[src/rtl/htlp_pkg.sv]
// Package for the linear-probe hash table: widths, result codes and controller/datapath links.
package htlp_pkg;

	localparam int TABLE_SLOTS_DEF = 64;
	localparam int NAME_BYTES_DEF  = 16;
	localparam int CHAR_W          = 8;
	localparam int ICON_W          = 16;
	localparam int STATUS_W        = 2;
	localparam int SLOT_OUT_W      = 6;

	typedef enum logic [STATUS_W-1:0] {
		ST_INSERTED  = 2'd0,
		ST_FULL      = 2'd1,
		ST_FOUND     = 2'd2,
		ST_NOT_FOUND = 2'd3
	} status_t;

	typedef struct packed {
		logic    clr_step;
		logic    take;
		logic    probe_init;
		logic    meta_rd;
		logic    meta_wr;
		logic    idx_next;
		logic    byte_rst;
		logic    cmp_rd;
		logic    copy_rd;
		logic    copy_wr;
		logic    res_load;
		logic    collect_clr;
		status_t res_code;
	} dp_cmd_t;

	typedef struct packed {
		logic clr_done;
		logic hash_busy;
		logic op_search;
		logic meta_valid;
		logic len_eq;
		logic wrap;
		logic bytes_done;
		logic byte_eq;
	} dp_sts_t;

endpackage

[src/rtl/htlp_ctrl.sv]
// Sequencing state machine for the clearing pass, name collection, probing, key compare, key copy and result handoff.
module htlp_ctrl (
	input  logic             clk,
	input  logic             arst_n,
	input  logic             in_valid,
	input  logic             last_char,
	output logic             in_stall,
	output logic             out_valid,
	input  logic             out_stall,
	input  htlp_pkg::dp_sts_t sts,
	output htlp_pkg::dp_cmd_t cmd
);
	import htlp_pkg::*;

	typedef enum logic [9:0] {
		S_CLEAR    = 10'b00_0000_0001,
		S_COLLECT  = 10'b00_0000_0010,
		S_PRB_INIT = 10'b00_0000_0100,
		S_PRB_RD   = 10'b00_0000_1000,
		S_PRB_CHK  = 10'b00_0001_0000,
		S_CMP_RD   = 10'b00_0010_0000,
		S_CMP_CHK  = 10'b00_0100_0000,
		S_CPY_RD   = 10'b00_1000_0000,
		S_CPY_WR   = 10'b01_0000_0000,
		S_DONE     = 10'b10_0000_0000
	} state_t;

	state_t  state_q, state_d;
	status_t code_q, code_d;
	logic    out_valid_q;

	assign in_stall  = (state_q != S_COLLECT) || sts.hash_busy;
	assign out_valid = out_valid_q;

	always_comb begin
		cmd      = '0;
		state_d  = state_q;
		code_d   = code_q;
		cmd.res_code = code_q;
		unique case (state_q)
			S_CLEAR: begin
				cmd.clr_step = 1'b1;
				if (sts.clr_done) begin
					state_d = S_COLLECT;
				end
			end
			S_COLLECT: begin
				if (in_valid && !in_stall) begin
					cmd.take = 1'b1;
					if (last_char) begin
						state_d = S_PRB_INIT;
					end
				end
			end
			S_PRB_INIT: begin
				if (!sts.hash_busy) begin
					cmd.probe_init = 1'b1;
					state_d        = S_PRB_RD;
				end
			end
			S_PRB_RD: begin
				cmd.meta_rd = 1'b1;
				state_d     = S_PRB_CHK;
			end
			S_PRB_CHK: begin
				if (!sts.op_search) begin
					if (!sts.meta_valid) begin
						cmd.meta_wr  = 1'b1;
						cmd.byte_rst = 1'b1;
						state_d      = S_CPY_RD;
					end else if (sts.wrap) begin
						code_d  = ST_FULL;
						state_d = S_DONE;
					end else begin
						cmd.idx_next = 1'b1;
						state_d      = S_PRB_RD;
					end
				end else begin
					if (!sts.meta_valid) begin
						code_d  = ST_NOT_FOUND;
						state_d = S_DONE;
					end else if (sts.len_eq) begin
						cmd.byte_rst = 1'b1;
						state_d      = S_CMP_RD;
					end else if (sts.wrap) begin
						code_d  = ST_NOT_FOUND;
						state_d = S_DONE;
					end else begin
						cmd.idx_next = 1'b1;
						state_d      = S_PRB_RD;
					end
				end
			end
			S_CMP_RD: begin
				if (sts.bytes_done) begin
					code_d  = ST_FOUND;
					state_d = S_DONE;
				end else begin
					cmd.cmp_rd = 1'b1;
					state_d    = S_CMP_CHK;
				end
			end
			S_CMP_CHK: begin
				if (sts.byte_eq) begin
					state_d = S_CMP_RD;
				end else if (sts.wrap) begin
					code_d  = ST_NOT_FOUND;
					state_d = S_DONE;
				end else begin
					cmd.idx_next = 1'b1;
					state_d      = S_PRB_RD;
				end
			end
			S_CPY_RD: begin
				if (sts.bytes_done) begin
					code_d  = ST_INSERTED;
					state_d = S_DONE;
				end else begin
					cmd.copy_rd = 1'b1;
					state_d     = S_CPY_WR;
				end
			end
			S_CPY_WR: begin
				cmd.copy_wr = 1'b1;
				state_d     = S_CPY_RD;
			end
			S_DONE: begin
				if (!out_valid_q || !out_stall) begin
					cmd.res_load    = 1'b1;
					cmd.collect_clr = 1'b1;
					state_d         = S_COLLECT;
				end
			end
			default: begin
				state_d = S_CLEAR;
			end
		endcase
	end

	always_ff @(posedge clk or negedge arst_n) begin
		if (!arst_n) begin
			state_q     <= S_CLEAR;
			code_q      <= ST_INSERTED;
			out_valid_q <= 1'b0;
		end else begin
			state_q <= state_d;
			code_q  <= code_d;
			if (cmd.res_load) begin
				out_valid_q <= 1'b1;
			end else if (!out_stall) begin
				out_valid_q <= 1'b0;
			end
		end
	end
endmodule

[config.mk]
export PLATFORM = sky130hd
export DESIGN_NAME = htlp_ctrl
export DESIGN_NICKNAME = d
export VERILOG_FILES = /design/src/rtl/htlp_pkg.sv /design/src/rtl/htlp_ctrl.sv
export SDC_FILE = /design/constraint.sdc
export NUM_CORES = 1
export LEC_CHECK = 0
export BUFFER_PORTS_ARGS = -buffer_cell sky130_fd_sc_hd__buf_4
export CORE_AREA = 5 5 53 55
export DETAILED_ROUTE_END_ITERATION = 10
export DIE_AREA = 0 0 58 60
export PLACE_DENSITY = 0.8
export SLEW_MARGIN = 15
export SYNTH_ARGS = -nofsm -noshare
export SYNTH_HDL_FRONTEND = slang
export SYNTH_SLANG_ARGS = --single-unit
[constraint.sdc]
create_clock -name clk -period 2.8 [get_ports clk]
set_input_delay 0.7 -clock clk [delete_from_list [all_inputs] [get_ports clk]]
set_output_delay 0.7 -clock clk [all_outputs]
set_load 0.01 [all_outputs]
==> results of run 1 <==
## per-stage QoR
| step | power, W | util | setup WS [ns] | area (µm²) |
|---|---|---|---|---|
| 2_1_floorplan | 0.0004685 | - | 0.4217 | 1124 |
| 3_3_place_gp | 0.0005525 | 0.5662 | 0.3149 | 1326 |
| 3_5_place_dp | 0.0005638 | 0.5662 | 0.2723 | 1326 |
| 4_1_cts | 0.0006925 | 0.5897 | 0.003354 | 1381 |
| 5_1_grt | 0.0007663 | 0.6015 | -0.03089 | 1409 |
| 6_report | 0.0007137 | 0.6015 | 0.06688 | 1409 |
## registers in the layout (all words and copies together), names as in the netlist
signal / count
out_valid: 1
state_q: 10
code_q: 2
## critical path: cells and delay by family, from the launching register on
family | cells | cell delay (ns)
AO/OA/AOI/OAI | 1 | 0.29
buffers and inverters | 2 | 0.17
flip-flops | 1 | 0.50
AND/OR/NAND/NOR | 2 | 0.79
## repair_timing
| item | 4_1_cts | 5_1_grt |
|---|---|---|
| setup endpoints to repair | 3 | 9 |
| hold endpoints to repair | 0 | 0 |
| pin swaps | 2 | 2 |
| buffers inserted | 3 | 3 |
| resized for setup | 3 | 3 |
| cloned | 0 | 0 |
## layout make-up
cell class	count	area [µm²]	share of cell area
Sequential cell	13	331.6	0.2353
Multi-Input combinational cell	101	708.2	0.5027
Clock buffer	4	26.28	0.01865
Inverter	10	37.54	0.02664
Timing Repair Buffer	36	267.8	0.1901
Tap cell	30	37.54	0.02664
## synthesized netlist by cell type, types with 2 or more instances
master / n / share of area
inv_1: 10 / 0.033
nor4b_1: 2 / 0.016
dfrtp_1: 12 / 0.27
nor4_4: 3 / 0.057
buf_6: 2 / 0.020
o211ai_1: 2 / 0.013
or2_1: 3 / 0.017
or4_1: 2 / 0.013
nor2_1: 11 / 0.037
nand3_1: 5 / 0.022
buf_2: 3 / 0.013
xnor2_1: 3 / 0.023
o21a_1: 3 / 0.020
a22o_1: 2 / 0.016
a21oi_1: 8 / 0.036
o22ai_1: 2 / 0.011
clkbuf_1: 2 / 0.0067
o21ai_0: 5 / 0.022
nand2_1: 12 / 0.040
nor3_1: 7 / 0.031
buf_4: 2 / 0.013
## worst paths after layout
kind                                           to                   start  slack (ns)  cells after the start
max in group asynchronous  state_q[0]$_DFFE_PN1P_                  arst_n        2.32                      1
min in group clk            code_q[0]$_DFFE_PN0P_   code_q[0]$_DFFE_PN0P_        0.52                      2
min reg2reg                 code_q[0]$_DFFE_PN0P_   code_q[0]$_DFFE_PN0P_        0.52                      2
min                         code_q[0]$_DFFE_PN0P_                  arst_n        0.24                      1
max reg2reg                state_q[1]$_DFFE_PN0P_  state_q[6]$_DFFE_PN0P_        0.85                      7
max                                        cmd[8]  state_q[4]$_DFFE_PN0P_        0.07                      5
## power by group through the flow
stage / logic [W] / clock network, W / registers (W)
detailed placement: 0.000303 / 0 / 0.000261
floorplan: 0.000243 / 0 / 0.000225
CTS: 0.000309 / 0.000126 / 0.000257
finish: 0.000332 / 0.000124 / 0.000258
global placement: 0.000295 / 0 / 0.000257
global route: 0.000366 / 0.000137 / 0.000263
## per-layer routing
| metal | vias up | GRT usage | wire [µm] |
|---|---|---|---|
| met3 | 9 | 0.03024 | 186 |
| li1 | 546 | - | - |
| met5 | - | 0 | 0 |
| met1 | 548 | 0.2196 | 1183 |
| met2 | 40 | 0.3306 | 1454 |
| met4 | 0 | 0.09934 | 82 |
## cells by family (layout without fill, tap and decap cells)
logic type,Yosys count,after routing,synth area share
and+or+nand+nor,63,63,0.3642
AOI/OAI and AO/OA,34,34,0.2272
buffers and inverters,19,50,0.08686
DFF,13,13,0.2907
xor gates and xnor gates,4,4,0.03119
==> impl_results.md, run 1 <==
- Mapped cell area: 0.001124 mm²
- CTS root buf: clkbuf_4
- Final Critical Period: 2.733 ns
- Yosys cell types: 53
- CP startpoint kind: flop
- Sequential-to-total area share from yosys stat: 0.2906
- Layout Nets: 178
- Final HPWL DP: 2.177 mm
- DRT iter0 DRCs: 31
- Worst vdd ir: 0.0003518 V
- Area delta synth->final: 25.39%
- Starting Density: 0.4797
- Power Internal: 0.0004320 W
- CP cell instances: or4b_4 -> or2_1 -> a211o_1 -> inv_1 -> buf_4
- Kind of critical path: reg2out
- Tcrit/Tclk final: 0.9761
- Syn_nets: 146
- Power share of the sequential group: 0.361
- Commonest non-fill, non-tap cell in the layout: buf_4
- Post-Syn Instances: 133
- # setup viols final: 0
- Clock power share: 0.174
- Switching Share: 0.3947
- First-pass GRT wire length: 5.037 mm
- Fmax: 365.9 MHz
- Site Rows: 18
- Worst skew pair latency: 0.28 ns
- Clock Skews: 0.001676 ns
- Share of cells above drive strength 1: 0.3598
- Most frequent cells in the layout: buf_4 (35), nand2_1 (12), nor2_1 (11), inv_1 (10), dfrtp_1 (8)
- Count of flip-flops with a built-in enable after synthesis: 0
- Worst Hold Slack: 0.2417 ns
- CTS tree: built
- Leakage power: 0.6093 nW
- Number of CTS-inserted buffers: 3
- Buffers on Ports: 28
- Synthesized area per cell: 8.448 µm²
- CP max stage delay: 0.55 ns
- Max-Cap Viols: 0
- Total Routing Usage GR: 0.1883
- Crit-path max FO: 12
- Final ANT Viol Nets: 0
- Final hold viol count: 0
- Dpl cells: 184
- Worst-Margin Slew: 0.4301 ns
- Largest net degree at the start of global routing: 15
- Clk buf depth: 2
- Unrepaired setup endpoints after global routing: yes
- H-tree depth: 1
- Core area: 0.002342 mm²
- Die width: 58 µm
- Clock-pin slew on the worst setup and hold paths: 0.09 ns
- Vias per cell: 5.892
- Residual DRC: 0
- Crit path DAT: 2.03 ns
- DR WL/cell: 14.99 µm
- I/O pins: 29
- Slowest CP cell: or4b_4
- Switching power: 0.0002817 W
- Rel. slew slack: 0.7132
- PD cells: 506.6 mW/mm²
- Req. time, crit path: 2.10 ns
- Top FF cell, synth: dfrtp_1
- Fillcell total: 219
- Synthesis Warnings: 0
- Ys async rst share: 1.000
- Diodes inserted: 0
- Vias in the first global route: 1173
- Die H: 60 µm
- Die footprint: 0.003480 mm²
- Flops & latches, synth: 13
- Hold WC Path Type: in2async
- Post-route insts no fill: 194
- Combinational Power Share: 0.465
- GP Congestion: 0.8335
- WL final: 2.908 mm
- First-pass DRT Iterations: 4
- Hold buffers post-CTS: 0
- Outcome: complete, no violations
- GRT overflow: 0
- Via count: 1143
- Slew Viols, Final: 0
- Initial antenna violation count: 0
- Post-Route Setup TNS: 0 ns
- CP endpoint kind: output pin
- CTS Sinks: 13
(Power assumes the default switching activity.)
==> inputs of run 2 (changes only) <==
- RECOVER_POWER: not set -> 25
==> run 2 against run 1 <==
Sequential power barely moved. Power is essentially flat. Non-clock buffer count unchanged. Count of clock-buffer cells in the layout stayed put. Largest cell class unchanged.
==> impl_results.md, run 2 (synthesis gave the netlist of run 1 again) <==
- First-pass DRT Iterations: 4 (unchanged)
- Diodes inserted: 0 (unchanged)
- Commonest non-fill, non-tap cell in the layout: buf_4
- Leakage power: 0.6056 nW (-0.59%)
- GRT overflow: 0 (unchanged)
- Final ANT Viol Nets: 0 (unchanged)
- Vias in the first global route: 1173 (unchanged)
- Clk buf depth: 2 (unchanged)
- Final instance area: 0.001405 mm² (-0.27%)
- Most frequent cells in the layout: buf_4 (34), nand2_1 (12), nor2_1 (11), inv_1 (10), dfrtp_1 (8)
- Slew Viols, Final: 0 (unchanged)
- DRT iter0 DRCs: 29 (-6.5%)
- Site Rows: 18 (unchanged)
- Die H: 60 µm (unchanged)
- Max-Cap Viols: 0 (unchanged)
- H-tree depth: 1 (unchanged)
- Reg with most FFs: state_q
- Hold WC Path Type: in2async
- Largest net degree at the start of global routing: 15 (unchanged)
- Met1 wire length: 1.187 mm (+0.34%)
- Area delta synth->final: 25.06%
- Reg2reg path depth: 6 (-1)
- Layout Nets: 178 (unchanged)
- Fmax: 365.9 MHz (about the same)
- CTS root buf: clkbuf_4
- CTS tree: built
- WL final: 2.898 mm (-0.34%)
- CTS Sinks: 13 (unchanged)
- Final HPWL DP: 2.177 mm (unchanged)
- Reg2reg start: state_q[4]$_DFFE_PN0P_
- Met2 WL: 1.440 mm (-0.96%)
- Outcome: complete, no violations
- Post-route insts no fill: 194 (unchanged)
- Worst setup path startpoint: state_q[4]$_DFFE_PN0P_
- Rel. slew slack: 0.5244 (-0.1888)
- DR WL/cell: 14.94 µm (-0.34%)
- GP Congestion: 0.8335 (unchanged)
- Unrepaired setup endpoints after global routing: yes
- Clock-pin slew on the worst setup and hold paths: 0.09 ns (about the same)
- CP endpoint kind: output pin
- Tcrit/Tclk final: 0.9762 (about the same)
- Setup WS post-layout: 0.06669 ns (-0.0001876 ns)
- Share of cells above drive strength 1: 0.3537 (-0.006098)
- Number of CTS-inserted buffers: 3 (unchanged)
- Die width: 58 µm (unchanged)
- Vias per cell: 5.861 (-0.52%)
- First-pass GRT wire length: 5.037 mm (unchanged)
- Residual DRC: 0 (unchanged)
- Worst vdd ir: 0.0003518 V (about the same)
- Core area: 0.002342 mm² (unchanged)
- CP startpoint kind: flop
- Met3 WL: 187 µm (+0.54%)
- Via count: 1137 (-0.52%)
- Req. time, crit path: 2.10 ns (about the same)
- Dpl cells: 184 (unchanged)
- Post-Route Setup TNS: 0 ns (unchanged)
- # setup viols final: 0 (unchanged)
- Worst-Margin Slew: 0.7133 ns (+0.2832 ns)
- Initial antenna violation count: 0 (unchanged)
- PD cells: 508.1 mW/mm² (+0.31%)
- Final Critical Period: 2.733 ns (+0.0001876 ns)
- Kind of critical path: reg2out
- Clock Skews: 0.001518 ns (-0.0001579 ns)
- Crit-path max FO: 12 (unchanged)
- Worst Hold Slack: 0.4315 ns (+0.1898 ns)
- DP Area: 0.001326 mm² (unchanged)
- Final hold viol count: 0 (unchanged)
- Die footprint: 0.003480 mm² (unchanged)
- Highest Signal Layer: met4
- Number of flip-flops in the largest register: 10 (unchanged)
- Crit path DAT: 2.03 ns (about the same)
- Pre-CTS setup slack: 0.2723 ns (unchanged)
- Starting Density: 0.4797 (unchanged)
- Worst skew pair latency: 0.28 ns (about the same)
- Total Routing Usage GR: 0.1883 (unchanged)
- Buffers on Ports: 28 (unchanged)
- I/O pins: 29 (unchanged)
-- run 2: cell types whose count changed in the layout (fill, tap and decap cells not counted), sizes merged --
cell,before,now
clkbuf,4,5
buf,36,35
-- run 2: final timing paths --
path	end	slack (ns)
setup / recovery	cmd[8]	0.07
hold / removal	code_q[0]$_DFFE_PN0P_	0.43
setup reg to reg	state_q[1]$_DFFE_PN0P_	0.86
hold reg to reg	code_q[0]$_DFFE_PN0P_	0.52
max in group asynchronous	state_q[4]$_DFFE_PN0P_	1.87
min in group clk	code_q[0]$_DFFE_PN0P_	0.52
-- run 2: report_power, final --
part	switching, W	leakage [nW]	internal [W]
registers	0.0000459	0.168	0.000212
clock network	0.0000687	0.0150	0.0000554
logic	0.000168	0.423	0.000164
total	0.000283	0.606	0.000431
-- run 2: critical path: stages, from the launching register on --
cell,delay (ns)
dfrtp_2,0.50
or4b_4,0.55
or2_1,0.24
a211o_1,0.29
inv_1,0.06
buf_4,0.11
-- run 2: layer usage --
layer,vias to the layer above,track usage
met4,0,0.09934
li1,546,-
met5,-,0
met3,9,0.03024
met2,42,0.3306
met1,540,0.2196
-- run 2: area by class of cell --
| type | count | area, µm² |
|---|---|---|
| Tap cell | 30 | 37.54 |
| Multi-Input combinational cell | 101 | 708.2 |
| Sequential cell | 13 | 331.6 |
| Fill cell | 221 | 937.1 |
| Clock buffer | 4 | 26.28 |
| Inverter | 10 | 37.54 |
| Timing Repair Buffer | 36 | 264.0 |
-- run 2: timing repair --
| item | CTS | global route |
|---|---|---|
| resized for setup | 3 | 3 |
| endpoints found under the setup margin | 3 | 9 |
| pin swaps | 2 | 2 |
| hold buffers | 0 | 0 |
| setup buffers | 3 | 3 |
-- run 2: stage by stage --
stage,utilization,total power (W)
floorplan,-,0.0004685
global placement,0.5662,0.0005525
detailed placement,0.5662,0.0005638
CTS,0.5897,0.0006925
global route,0.5999,0.0007656
finish,0.5999,0.0007139
